## config.mk

```make
export PLATFORM = sky130hd
export DESIGN_NAME = command_frame_keyword_parser_unit
export DESIGN_NICKNAME = d
export VERILOG_FILES = /design/src/design/cfkp_pkg.sv /design/src/design/cfkp_frame_track.sv /design/src/design/cfkp_word_match.sv /design/src/design/command_frame_keyword_parser_unit.sv
export SDC_FILE = /design/constraint.sdc
export NUM_CORES = 1
export LEC_CHECK = 0
export BUFFER_PORTS_ARGS = -buffer_cell sky130_fd_sc_hd__buf_2
export CORE_UTILIZATION = 58
export CTS_BUF_LIST = sky130_fd_sc_hd__clkbuf_4
export CTS_CLUSTER_DIAMETER = 30
export DETAILED_ROUTE_END_ITERATION = 8
export PLACE_DENSITY = 0.76
export REMOVE_ABC_BUFFERS = 1
export SYNTH_ARGS = -nofsm -noshare
export SYNTH_HDL_FRONTEND = slang
export SYNTH_HIERARCHICAL = 1
export SYNTH_SLANG_ARGS = --single-unit
```

## constraint.sdc

```tcl
create_clock -name clk -period 4.6 [get_ports clk]
set_input_delay 0.23 -clock clk [delete_from_list [all_inputs] [get_ports clk]]
set_output_delay 0.23 -clock clk [all_outputs]
set_load 0.01 [all_outputs]
```

## src/design/cfkp_pkg.sv

```systemverilog
// Types and constants shared by the command frame keyword parser modules.
`timescale 1ns / 1ps
`default_nettype none

package cfkp_pkg;

  localparam int unsigned FieldStart = 5;
  localparam int unsigned NameSlots  = 7;
  localparam int unsigned NameCount  = 6;
  localparam int unsigned SepMinPos  = FieldStart + 5;

  localparam logic [47:0] SEP_PATTERN = 48'h3B_54_45_58_54_3A; // ";TEXT:"
  localparam logic [3:0]  NAME_LONG   = 4'd15;

  typedef enum logic [2:0] {
    ACT_NONE    = 3'd0,
    ACT_FORWARD = 3'd1,
    ACT_BACK    = 3'd2,
    ACT_LEFT    = 3'd3,
    ACT_RIGHT   = 3'd4,
    ACT_STOP    = 3'd5
  } action_code_t;

  typedef logic [NameSlots-1:0][7:0] name_bytes_t;

  // Frame status as it stands once the current byte has been taken in.
  typedef struct packed {
    logic       length_ok;      // at least five bytes and not too long
    logic       prefix_good;
    logic       separator_seen;
    logic [3:0] field_len;
  } frame_status_t;

  localparam name_bytes_t WORD_TABLE [NameCount] = '{
    {8'h00, 8'h00, 8'h00, "E", "N", "O", "N"},
    {"D",   "R",   "A",   "W", "R", "O", "F"},
    {8'h00, 8'h00, 8'h00, "K", "C", "A", "B"},
    {8'h00, 8'h00, 8'h00, "T", "F", "E", "L"},
    {8'h00, 8'h00, "T",   "H", "G", "I", "R"},
    {8'h00, 8'h00, 8'h00, "P", "O", "T", "S"}
  };

  localparam logic [3:0] WORD_LEN [NameCount] = '{4'd4, 4'd7, 4'd4, 4'd4, 4'd5, 4'd4};

  // Expected byte of the "@CMD:" lead-in at a given offset.
  function automatic logic [7:0] lead_byte(input logic [2:0] pos);
    logic [7:0] b;
    case (pos)
      3'd0:    b = "@";
      3'd1:    b = "C";
      3'd2:    b = "M";
      3'd3:    b = "D";
      3'd4:    b = ":";
      default: b = 8'h00;
    endcase
    return b;
  endfunction

endpackage

`default_nettype wire

```

## src/design/cfkp_frame_track.sv

```systemverilog
// Per-frame state: byte counter, lead-in check, separator window and action field store.
`timescale 1ns / 1ps
`default_nettype none

module cfkp_frame_track
  import cfkp_pkg::*;
#(
  parameter int unsigned MAX_LINE = 128
) (
  input  wire logic          clk,
  input  wire logic          rst_n,
  input  wire logic          step,
  input  wire logic [7:0]    frame_byte,
  input  wire logic          frame_end,
  output frame_status_t      status,
  output name_bytes_t        name_store
);

  logic [7:0]  byte_count_r, byte_count_nxt;
  logic        prefix_good_r, prefix_good_nxt;
  logic [47:0] recent_bytes_r, recent_bytes_nxt;
  logic        separator_seen_r, separator_seen_nxt;
  logic [3:0]  field_len_r, field_len_nxt;
  name_bytes_t name_store_r;

  logic        sep_hit;
  logic [7:0]  len_calc;
  logic        store_we;
  logic [2:0]  store_off;

  always_comb begin
    prefix_good_nxt = prefix_good_r;
    if (byte_count_r < 8'(FieldStart) && frame_byte != lead_byte(byte_count_r[2:0])) begin
      prefix_good_nxt = 1'b0;
    end

    recent_bytes_nxt = {recent_bytes_r[39:0], frame_byte};
    sep_hit  = !separator_seen_r && byte_count_r >= 8'(SepMinPos) &&
               recent_bytes_nxt == SEP_PATTERN;
    len_calc = byte_count_r - 8'(SepMinPos);

    field_len_nxt = field_len_r;
    if (sep_hit) begin
      field_len_nxt = (len_calc <= 8'(NameSlots)) ? len_calc[3:0] : NAME_LONG;
    end
    separator_seen_nxt = separator_seen_r | sep_hit;

    byte_count_nxt = (byte_count_r == 8'hFF) ? byte_count_r : byte_count_r + 8'd1;

    store_we  = !separator_seen_r && byte_count_r >= 8'(FieldStart) &&
                byte_count_r < 8'(FieldStart + NameSlots);
    store_off = 3'(byte_count_r - 8'(FieldStart));
  end

  always_ff @(posedge clk) begin
    if (!rst_n) begin
      byte_count_r     <= '0;
      prefix_good_r    <= 1'b1;
      recent_bytes_r   <= '0;
      separator_seen_r <= 1'b0;
      field_len_r      <= '0;
    end else if (step) begin
      if (frame_end) begin
        byte_count_r     <= '0;
        prefix_good_r    <= 1'b1;
        recent_bytes_r   <= '0;
        separator_seen_r <= 1'b0;
        field_len_r      <= '0;
      end else begin
        byte_count_r     <= byte_count_nxt;
        prefix_good_r    <= prefix_good_nxt;
        recent_bytes_r   <= recent_bytes_nxt;
        separator_seen_r <= separator_seen_nxt;
        field_len_r      <= field_len_nxt;
      end
    end
  end

  // The store is never cleared: only entries written by the current frame are compared.
  always_ff @(posedge clk) begin
    if (step && store_we) begin
      name_store_r[store_off] <= frame_byte;
    end
  end

  // Entries compared at the final byte all lie before the current byte, so the
  // registered store is already complete.
  always_comb begin
    status.length_ok      = byte_count_r < 8'(MAX_LINE) && byte_count_r >= 8'(FieldStart - 1);
    status.prefix_good    = prefix_good_nxt;
    status.separator_seen = separator_seen_nxt;
    status.field_len      = field_len_nxt;
  end

  assign name_store = name_store_r;

endmodule

`default_nettype wire

```

## src/design/cfkp_word_match.sv

```systemverilog
// Compares the stored action field against the six action names.
`timescale 1ns / 1ps
`default_nettype none

module cfkp_word_match
  import cfkp_pkg::*;
(
  input  wire name_bytes_t name_store,
  input  wire logic [3:0]  field_len,
  output logic             hit,
  output action_code_t     code
);

  logic [NameCount-1:0] word_hit;

  always_comb begin
    for (int w = 0; w < NameCount; w++) begin
      word_hit[w] = (field_len == WORD_LEN[w]);
      for (int k = 0; k < NameSlots; k++) begin
        if (4'(k) < WORD_LEN[w] && name_store[k] != WORD_TABLE[w][k]) begin
          word_hit[w] = 1'b0;
        end
      end
    end
  end

  // Name spellings differ, so at most one name can match.
  always_comb begin
    hit  = |word_hit;
    code = ACT_NONE;
    if      (word_hit[1]) code = ACT_FORWARD;
    else if (word_hit[2]) code = ACT_BACK;
    else if (word_hit[3]) code = ACT_LEFT;
    else if (word_hit[4]) code = ACT_RIGHT;
    else if (word_hit[5]) code = ACT_STOP;
  end

endmodule

`default_nettype wire

```

## src/design/command_frame_keyword_parser_unit.sv

```systemverilog
// Top level of the command frame keyword parser: input stage, result register and handshakes.
// The parser takes one frame byte per cycle on the in_ stream, with in_tlast on the final
// byte, and raises out_tvalid with one result per frame once that final byte's result is
// registered: bit 0 of out_tdata says whether the frame was well formed ("@CMD:" lead-in,
// 5 to MAX_LINE bytes, ";TEXT:" separator) with a known action name, bits 3:1 give the
// action code. Each byte passes from an input register through the lead-in, separator-window
// and name compare logic into the result register, so a byte can be taken in every cycle;
// the only stall is a final byte that meets a result still waiting to be taken on the out_ side.
`timescale 1ns / 1ps
`default_nettype none

module command_frame_keyword_parser_unit
  import cfkp_pkg::*;
#(
  parameter int unsigned MAX_LINE = 128
) (
  input  wire logic       clk,
  input  wire logic       rst_n,
  input  wire logic       in_tvalid,
  output logic            in_tready,
  input  wire logic [7:0] in_tdata,   // [7:0] frame_byte
  input  wire logic       in_tlast,   // frame_end
  output logic            out_tvalid,
  input  wire logic       out_tready,
  output logic [7:0]      out_tdata   // [0] accepted, [3:1] action_code, [7:4] zero
);

  logic          s1_valid_r;
  logic [7:0]    s1_byte_r;
  logic          s1_end_r;
  logic          s1_go;
  logic          out_free;

  logic          out_valid_r;
  logic          accepted_r, accepted_nxt;
  action_code_t  code_r, code_nxt;

  frame_status_t status;
  name_bytes_t   name_store;
  logic          word_hit;
  action_code_t  word_code;

  assign out_free  = !out_valid_r || out_tready;
  assign s1_go     = s1_valid_r && (!s1_end_r || out_free);
  assign in_tready = !s1_valid_r || s1_go;

  always_ff @(posedge clk) begin
    if (!rst_n) begin
      s1_valid_r <= 1'b0;
    end else if (in_tready) begin
      s1_valid_r <= in_tvalid;
    end
  end

  always_ff @(posedge clk) begin
    if (in_tready && in_tvalid) begin
      s1_byte_r <= in_tdata;
      s1_end_r  <= in_tlast;
    end
  end

  cfkp_frame_track #(
    .MAX_LINE (MAX_LINE)
  ) u_track (
    .clk        (clk),
    .rst_n      (rst_n),
    .step       (s1_go),
    .frame_byte (s1_byte_r),
    .frame_end  (s1_end_r),
    .status     (status),
    .name_store (name_store)
  );

  cfkp_word_match u_match (
    .name_store (name_store),
    .field_len  (status.field_len),
    .hit        (word_hit),
    .code       (word_code)
  );

  always_comb begin
    accepted_nxt = status.length_ok && status.prefix_good && status.separator_seen &&
                   word_hit;
    code_nxt     = accepted_nxt ? word_code : ACT_NONE;
  end

  always_ff @(posedge clk) begin
    if (!rst_n) begin
      out_valid_r <= 1'b0;
    end else if (s1_go && s1_end_r) begin
      out_valid_r <= 1'b1;
    end else if (out_tready) begin
      out_valid_r <= 1'b0;
    end
  end

  always_ff @(posedge clk) begin
    if (s1_go && s1_end_r) begin
      accepted_r <= accepted_nxt;
      code_r     <= code_nxt;
    end
  end

  assign out_tvalid = out_valid_r;
  assign out_tdata  = {4'b0000, code_r, accepted_r};

  // A rejected frame always reports the NONE code.
  a_reject_code: assert property (@(posedge clk) disable iff (!rst_n)
    out_tvalid && !out_tdata[0] |-> out_tdata[3:1] == ACT_NONE)
    else $error("rejected frame carries a non-zero action code");

  // Codes above STOP are never produced.
  a_code_range: assert property (@(posedge clk) disable iff (!rst_n)
    out_tvalid |-> out_tdata[3:1] <= ACT_STOP)
    else $error("action code out of range");

  // Only a final byte can hold up the input stage.
  a_no_stall_mid_frame: assert property (@(posedge clk) disable iff (!rst_n)
    s1_valid_r && !s1_end_r |-> in_tready)
    else $error("input stalled on a byte that is not the last of its frame");

  // A new result only follows a final byte leaving the input stage.
  a_result_source: assert property (@(posedge clk) disable iff (!rst_n)
    !(s1_valid_r && s1_end_r) |=> !$rose(out_valid_r))
    else $error("result raised without a final byte");

endmodule

`default_nettype wire
```

## Yosys cells after proc, flatten, opt, wreduce, memory -nomap -nowiden

Cells that the tools add are included.

- $lt $le $gt $ge: 9
- Eq/ne operators: 38
- Bitwise gates (word level): 2
- $mul: 0
- Muxes and demuxes: 48
- Add/subtract/negate cells: 3
- Reduce and logical (&&, ||, !) cells: 27
- Shift operators: 0
- Divide/modulo/power cells: 0

Operators by type and width:

| operator | count |
|---|---|
| != test 8 x 7 -> 1 bit (second input constant) | 27 |
| bitwise mux 56 bit | 1 |
| equality test 48 x 46 -> 1 bit (second input constant) | 1 |
| two-way mux 40 bit | 1 |
| one-hot mux 7 bit (5 select lines) | 1 |
| two-way mux 1 bit | 34 |
| demux 8 bit (select 3 bit) | 1 |
| two-way mux 8 bit | 3 |
| greater-or-equal comparator 8 x 3 -> 1 bit (second input constant) | 2 |
| logical AND 1 bit | 14 |
| equality test 4 x 3 -> 1 bit (second input constant) | 3 |
| two-way mux 4 bit | 3 |
| adder 8 x 1 -> 8 bit (second input constant) | 1 |
| equality test 8 bit (second input constant) | 1 |
| greater-or-equal comparator 8 x 4 -> 1 bit (second input constant) | 1 |
| <= comparator 8 x 3 -> 1 bit (second input constant) | 1 |
| < comparator 8 x 3 -> 1 bit (second input constant) | 1 |
| < comparator 8 x 4 -> 1 bit (second input constant) | 1 |
| < comparator 8 bit (second input constant) | 1 |
| != test 8 x 7 -> 1 bit | 1 |
| subtractor 8 x 4 -> 8 bit (second input constant) | 1 |
| equality test 3 x 2 -> 1 bit (second input constant) | 2 |
| two-way mux 3 bit | 2 |
| OR reduction 6 bit | 1 |
| 16 further kinds | 22 |

- Memory bits (read-only): 0
- Bits in writable memories: 0
- Bits in latches: 0
- Input bits: 13
- Memories kept: 0
- Bits in registers: 125

## Logic depth before layout (Yosys ltp)

Gate-level depths: netlist of the first run.

- Depth in word-level cells: 16
- Gate-level depth with buffers: 16
- Gate-level depth less buffers: 14

## By module

The synthesis of the first run kept the hierarchy.

By module, submodules not included:

| module | area each (um^2) | instances | cells an instance |
|---|---|---|---|
| cfkp_frame_track | 4449.3 | 1 | 404 |
| command_frame_keyword_parser_unit | 579.3 | 1 | 35 |
| cfkp_word_match | 460.4 | 1 | 59 |

## Worst setup path after synthesis of the first run

Ideal clock, no wire load.

- Kind: register -> register
- Start: register u_track.byte_count_r[2]
- End: register code_r[0], data pin
- Required time: 4.345 ns
- Arrival time: 3.448 ns
- Setup slack: 0.897 ns
- Stages on the path, launching flop included: 17
- Setup time: 0.255 ns
- Cell sequence: dfxtp_1 -> clkbuf_1 -> inv_1 -> ha_1 -> nor2b_1 -> o31ai_1 -> a2111o_1 -> or2_1 -> buf_6 -> mux2_4 -> nor4b_1 -> and4b_1 -> nand4_1 -> o41ai_4 -> or4_1 -> and4_4 -> and2_1

RTL lines:

| what | line | source |
|---|---|---|
| start: declaration | cfkp_frame_track.sv:19 | `logic [7:0] byte_count_r, byte_count_nxt;` |
| start signal: assignment | cfkp_frame_track.sv:70 | `byte_count_r <= byte_count_nxt;` |
| end signal: assignment | command_frame_keyword_parser_unit.sv:100 | `code_r <= code_nxt;` |
| end: declaration | command_frame_keyword_parser_unit.sv:36 | `action_code_t code_r, code_nxt;` |

==> results of run 1 <==
==> cells in the mapped netlist, types with 3 or more instances <==
cell type / count / area share, %
nor4bb_1: 8 / 1.5
nand4_1: 10 / 1.1
nand3b_1: 3 / 0.41
dfxtp_1: 56 / 20
and3_1: 3 / 0.34
xnor2_1: 6 / 0.96
and2_1: 6 / 0.68
nor4b_1: 9 / 1.4
o21ai_0: 10 / 0.91
a41o_1: 5 / 0.91
nand2_1: 49 / 3.4
nor4_1: 9 / 1.0
o31ai_1: 5 / 0.68
ha_1: 9 / 2.1
a21oi_1: 39 / 3.6
clkbuf_1: 22 / 1.5
or3_1: 4 / 0.46
nand3_1: 41 / 3.7
nor3b_1: 3 / 0.41
nor2_1: 26 / 1.8
and4b_1: 7 / 1.3
buf_4: 7 / 0.96
a21boi_1: 3 / 0.41
inv_1: 11 / 0.75
a22oi_1: 9 / 1.2
nor2b_1: 7 / 0.80
nand2b_1: 6 / 0.68
nor3_1: 11 / 1.0
edfxtp_1: 69 / 38
==> logic make-up (layout without fill, tap and decap cells) <==
group / count (synthesis) / in the layout / synth area share [%]
simple gates: 220 / 220 / 23.43
flops: 125 / 125 / 58.17
compound gates: 88 / 88 / 10.69
buf+inv: 45 / 86 / 3.738
fa+ha+maj: 9 / 9 / 2.052
xor+xnor: 7 / 7 / 1.117
mux: 3 / 3 / 0.7295
other cells: 1 / 4 / 0.06832
==> final timing paths <==
check                                             endpoint  slack, ps  cells after the start
worst max-delay path                             code_r[1]        570                     13
worst min-delay path                            out_tvalid        140                      2
worst max register to register                   code_r[1]        570                     13
worst min register to register  u_track/recent_bytes_r[33]        470                      2
==> worst max-delay path: stages, from the launching register on <==
cell      delay, ps
dfxtp_1         560
ha_1            200
nor2b_1         160
o31ai_1          80
a2111o_1        550
or2_1           390
mux2_4          360
nor4b_1         450
nor4bb_1        330
nand4_1         130
a21oi_1         200
or4_1           130
and4_4          230
and2_1          120
==> power groups by stage <==
stage               combinational (mW)  clock [mW]  sequential [mW]
finish                          0.0884       0.717             1.20
global route                    0.0962       0.773             1.20
CTS                             0.0865       0.733             1.20
detailed placement              0.0784           0             1.22
global placement                0.0763           0             1.22
floorplan                       0.0441           0             1.22
==> area by class of cell <==
| cell class | count | area (um2) |
|---|---|---|
| flip-flops and latches | 125 | 3193 |
| fillers | 703 | 3141 |
| multi-input cells | 331 | 2106 |
| repair buffers | 42 | 300.3 |
| clock inverters | 15 | 145.1 |
| well taps | 111 | 138.9 |
| clock buffers | 17 | 127.6 |
| inverters | 12 | 45.04 |
==> metal layers <==
layer | GRT usage (%) | vias up | share of wire, %
met3 | 6.676 | 24 | 6.0
met1 | 34.19 | 1981 | 45
met2 | 41.24 | 164 | 47
met4 | 10.29 | 0 | 1.9
li1 | - | 1922 | -
met5 | 0 | - | 0
==> state kept, by name (all words and copies together), names as in the netlist, 3 cells and up <==
signal,flops
u_track/field_len_r,4
u_track/byte_count_r,8
s1_byte_r,8
u_track/recent_bytes_r,40
code_r,3
u_track/name_store,56
==> impl_metrics.toml, run 1 <==
[run_status]
status = "complete, no violations"

[pwr]
pwr-share-comb_pct = 4.4
swShare_pct = 27.09
power_density_mw_per_mm2 = 330.9
ir_drop_mv = 0.2520
leakagePower_nw = 2.147
power_switching_mw = 0.5429
power_frac_seq_pct = 59.8
finalPower_mw = 2.004
internal-power_mw = 1.461
clock_power_share_pct = 35.8

[grt]
gr-usage-all-layers_pct = 25.93
grt_start_max_net_pins = 49
grt_pass1_wl_um = 19240
grt_pass1_vias = 3922
antenna_found_initial = 0
overflow = 0

[finish]
fin_cells = 653
final_cell_mix = "edfxtp_1, dfxtp_1, nand2_1, nand3_1, a21oi_1"
design_area_mm2 = 0.006056
finalCoreUtilization_pct = 65.85
drive_above_1_share_pct = 13.84
final_net_count = 551
area_growth_pct = 10.33
final_common_cell = "edfxtp_1"
antenna_cells = 0

[drt]
dr.pass1.iters = 6
wl_per_cell_um = 18.44
drc = 0
drtIter0Drc = 323
vias = 4091
vias_per_cell = 6.265
ant_nets = 0
finalWirelength_um = 12040

[place]
pre_cts_slack_ps = 681.5
routabilityCongestion = 0.9001
io_buffers = 18
place_area_mm2 = 0.005663
dp.cells = 609
dp_hpwl_um = 8043

[cts]
cts_resized = 0
numCtsBuffers = 17
cts_sinks = 125
root_buffer = "clkbuf_4"
hold_buffers = 12
htreeDepth = 4
post_cts.repair.setup_buffers = 0
cts_tree = "built"
clk_path_buf_depth = 2
clk_latency_ps = 530
clkSlewWorstSetupHoldPaths_ps = 130

[critical_path]
critical_path.startpoint_type = "flip-flop"
critPathLaunch = "u_track/byte_count_r[1]"
path_max_fanout = 10
required_ps = 4990
arrival_ps = 4430
r2r-start = "u_track/byte_count_r[1]"
end_kind = "flip-flop"
worstSetupPathType = "reg -> reg"

[job]
cap_violations = 0

[floorplan]
core_area_mm2 = 0.009196
start_util_pct = 59.69
rows = 35
die_w_um = 99.28
die_area_mm2 = 0.009857
die_h_um = 99.28
ios = 23

[yosys]
synthArstFlopShare_pct = 0
synth.distinct_cells = 65
yosys_warnings = 6
synth-edff-count = 69
ys.flop_type = "edfxtp_1"
syn-cell-area_mm2 = 0.005489
syn_inst = 498
ys_ff_latch = 125
avgSynthCellArea_um2 = 11.02
yosysSeqAreaShare_pct = 58.17

[sta]
fin_ws_ps = 565.1
relSlewSlack_pct = 24.54
hold_viol_final = 0
whs_ps = 138.4
period_share_pct = 87.72
fmax_mhz = 247.8
setup_viol = 0
rsz0062_at_grt = "no"
setup-tns-final_ps = 0
period_minus_slack_ps = 4035
finalMaxSlewViolations = 0
worst_pin_slew_ps = 1123
skew_ps = 23.57

[worst_hold_path]
hold_start = "rst_n"
hold_path.class = "in -> reg"
Power figures use the tool's default switching activity.
==> run 2, diff against run 1 <==
- ABC_AREA: default -> 1
- CTS_CLUSTER_SIZE: default -> 24
- PLACE_DENSITY: 0.76 -> 0.75
- SLEW_MARGIN: default -> 0
==> impl_metrics.toml, run 2 <==
[grt]
antenna_found_initial = 0
grt_pass1_vias = 4487
grt_start_max_net_pins = 50
gr-usage-all-layers_pct = 25.10
overflow = 0
grt_pass1_wl_um = 20880

[pwr]
finalPower_mw = 2.101
ir_drop_mv = 0.2848
power_switching_mw = 0.4595
clock_power_share_pct = 38.8
pwr-share-comb_pct = 3.7
power_frac_seq_pct = 57.5
internal-power_mw = 1.642
leakagePower_nw = 2.593
power_density_mw_per_mm2 = 318.0
swShare_pct = 21.86

[critical_path]
required_ps = 4980
critical_path.startpoint_type = "flip-flop"
end_kind = "flip-flop"
worstSetupPathType = "reg -> reg"
arrival_ps = 3310
reg2regPathDepth = 22
path_max_fanout = 8

[drt]
vias = 4659
finalWirelength_um = 12710
drc = 0
wl_per_cell_um = 14.05
drtIter0Drc = 356
vias_per_cell = 5.148
ant_nets = 0
dr.pass1.iters = 5

[cts]
numCtsBuffers = 17
clk_latency_ps = 520
root_buffer = "clkbuf_4"
htreeDepth = 4
cts_sinks = 125
clkSlewWorstSetupHoldPaths_ps = 100
clk_path_buf_depth = 2
cts_tree = "built"

[yosys]
synth-edff-count = 69
synthArstFlopShare_pct = 0
synth.distinct_cells = 39
avgSynthCellArea_um2 = 8.277
synth.top_cell.area_share_pct = 34.39
yosys_warnings = 6
ys_ff_latch = 125
synth_most_common_cell = "nand2_1"
yosysTopAreaCell = "edfxtp_1"
yosys-top-cells-count = "nand2_1, inv_1, nor2_1"
ys.flop_type = "edfxtp_1"
yosysSeqAreaShare_pct = 52.99
syn_inst = 728
syn-cell-area_mm2 = 0.006026
synth.area.top_cells = "edfxtp_1, dfxtp_1, nand2_1"

[run_status]
status = "complete, no violations"

[finish]
antenna_cells = 0
final_net_count = 781
drive_above_1_share_pct = 14.77
fillers = 831
largest_reg_flops = 56
fin_cells = 905
final_common_cell = "nand2_1"
final_cell_mix = "nand2_1, inv_1, nor2_1, edfxtp_1, dfxtp_1"
multi_input_area_mm2 = 0.002331
ff_latch_area_mm2 = 0.003193
area_growth_pct = 9.676
design_area_mm2 = 0.006609

[floorplan]
die_area_mm2 = 0.01080
core_area_mm2 = 0.009910
rows = 36
die_h_um = 103.9
ios = 23
die_w_um = 103.9
start_util_pct = 60.81

[place]
dp.cells = 861
routabilityCongestion = 0.9156
io_buffers = 18
dp_hpwl_um = 8569
place_area_mm2 = 0.006178

[sta]
setup_viol = 0
worst_pin_slew_ps = 842.3
relSlewSlack_pct = 43.77
finalMaxSlewViolations = 0
period_share_pct = 63.81
hold_viol_final = 0
rsz0062_at_grt = "no"
setup-tns-final_ps = 0
fmax_mhz = 340.7
period_minus_slack_ps = 2935
skew_ps = 9.714

[worst_hold_path]
min_path_cells = 6
hold_path.class = "in -> reg"

[job]
cap_violations = 0
==> run 2: cell types whose count changed in the layout (fill, tap and decap cells not counted), moves of 11 or more <==
cell	change
nor2_2	+12
nand2_1	+169
buf_4	-11
nand3_1	-12
nor2_1	+56
inv_1	+78
nand2_2	+14
a21oi_1	+12
inv_2	+15
==> run 2: layout make-up <==
class	count	share of cell area [%]
timing repair buffer	31	3.294
multi-input combinational	480	35.27
clock buffer	18	2.045
clock inverter	14	2.651
inverter	104	5.907
tap	133	2.518
sequential	125	48.31
==> run 2: worst max-delay path, stage by stage (launching register included) <==
cell	delay (ps)
dfxtp_1	490
inv_1	200
ha_1	270
inv_1	70
nand2_1	60
o21ai_0	80
nand2_1	70
nor2_1	80
nand2_1	120
nor2_1	120
nand2_1	70
and2_1	160
inv_1	70
nand2_2	60
nor2_4	110
nand2_1	80
nor2_2	90
nand3_2	100
nand2_2	80
nor2_1	40
nand2_1	60
nand4_1	160
nor2_1	140
==> run 2: metal layers <==
metal  track usage, %  up-vias  routed length [um]
met4            8.265        0                 257
met1            32.47     2149                5536
met3            6.454       19                 689
li1                 -     2351                   -
met5                0        -                   0
met2            41.19      140                6231
==> run 2: kinds of logic after synthesis <==
family / Yosys count / share of synthesized area (%)
compound gates: 66 / 5.959
fa+ha+maj: 9 / 1.869
buf+inv: 126 / 8.513
xor+xnor: 6 / 0.8721
simple gates: 395 / 29.73
other cells: 1 / 0.06223
flops: 125 / 52.99
==> run 2: worst paths after layout <==
kind | from | to | slack, ps
worst max-delay path | u_track/byte_count_r[1] | code_r[2] | 1660
worst min-delay path | out_tready | out_tvalid | 130
worst max register to register | u_track/byte_count_r[1] | code_r[2] | 1660
worst min register to register | u_track/field_len_r[0] | u_track/field_len_r[0] | 470
==> run 2: power groups by stage <==
stage	logic, mW	clock network [mW]	registers [mW]
2_1_floorplan	0.0455	0	1.22
3_3_place_gp	0.0656	0	1.23
3_5_place_dp	0.0673	0	1.23
4_1_cts	0.0760	0.832	1.21
5_1_grt	0.0849	0.887	1.21
6_report	0.0773	0.816	1.21
==> run 2: repair_timing <==
| action | CTS | global route |
|---|---|---|
| resized for setup | 0 | 0 |
| hold endpoints to repair | 11 | 0 |
| buffers inserted | 0 | 0 |
| hold buffers | 12 | 0 |
==> run 2: stage by stage <==
| step | hold slack, ps | setup WS [ps] | util [%] |
|---|---|---|---|
| final | 127.6 | 1665 | 66.69 |
| after global routing | 160.9 | 1322 | 66.69 |
| after CTS | 76.80 | 1712 | 66.69 |
| after detailed placement | 408.1 | 1748 | 62.35 |
| after global placement | 407.1 | 1857 | 62.35 |
| after floorplan | 327.6 | 2160 | - |
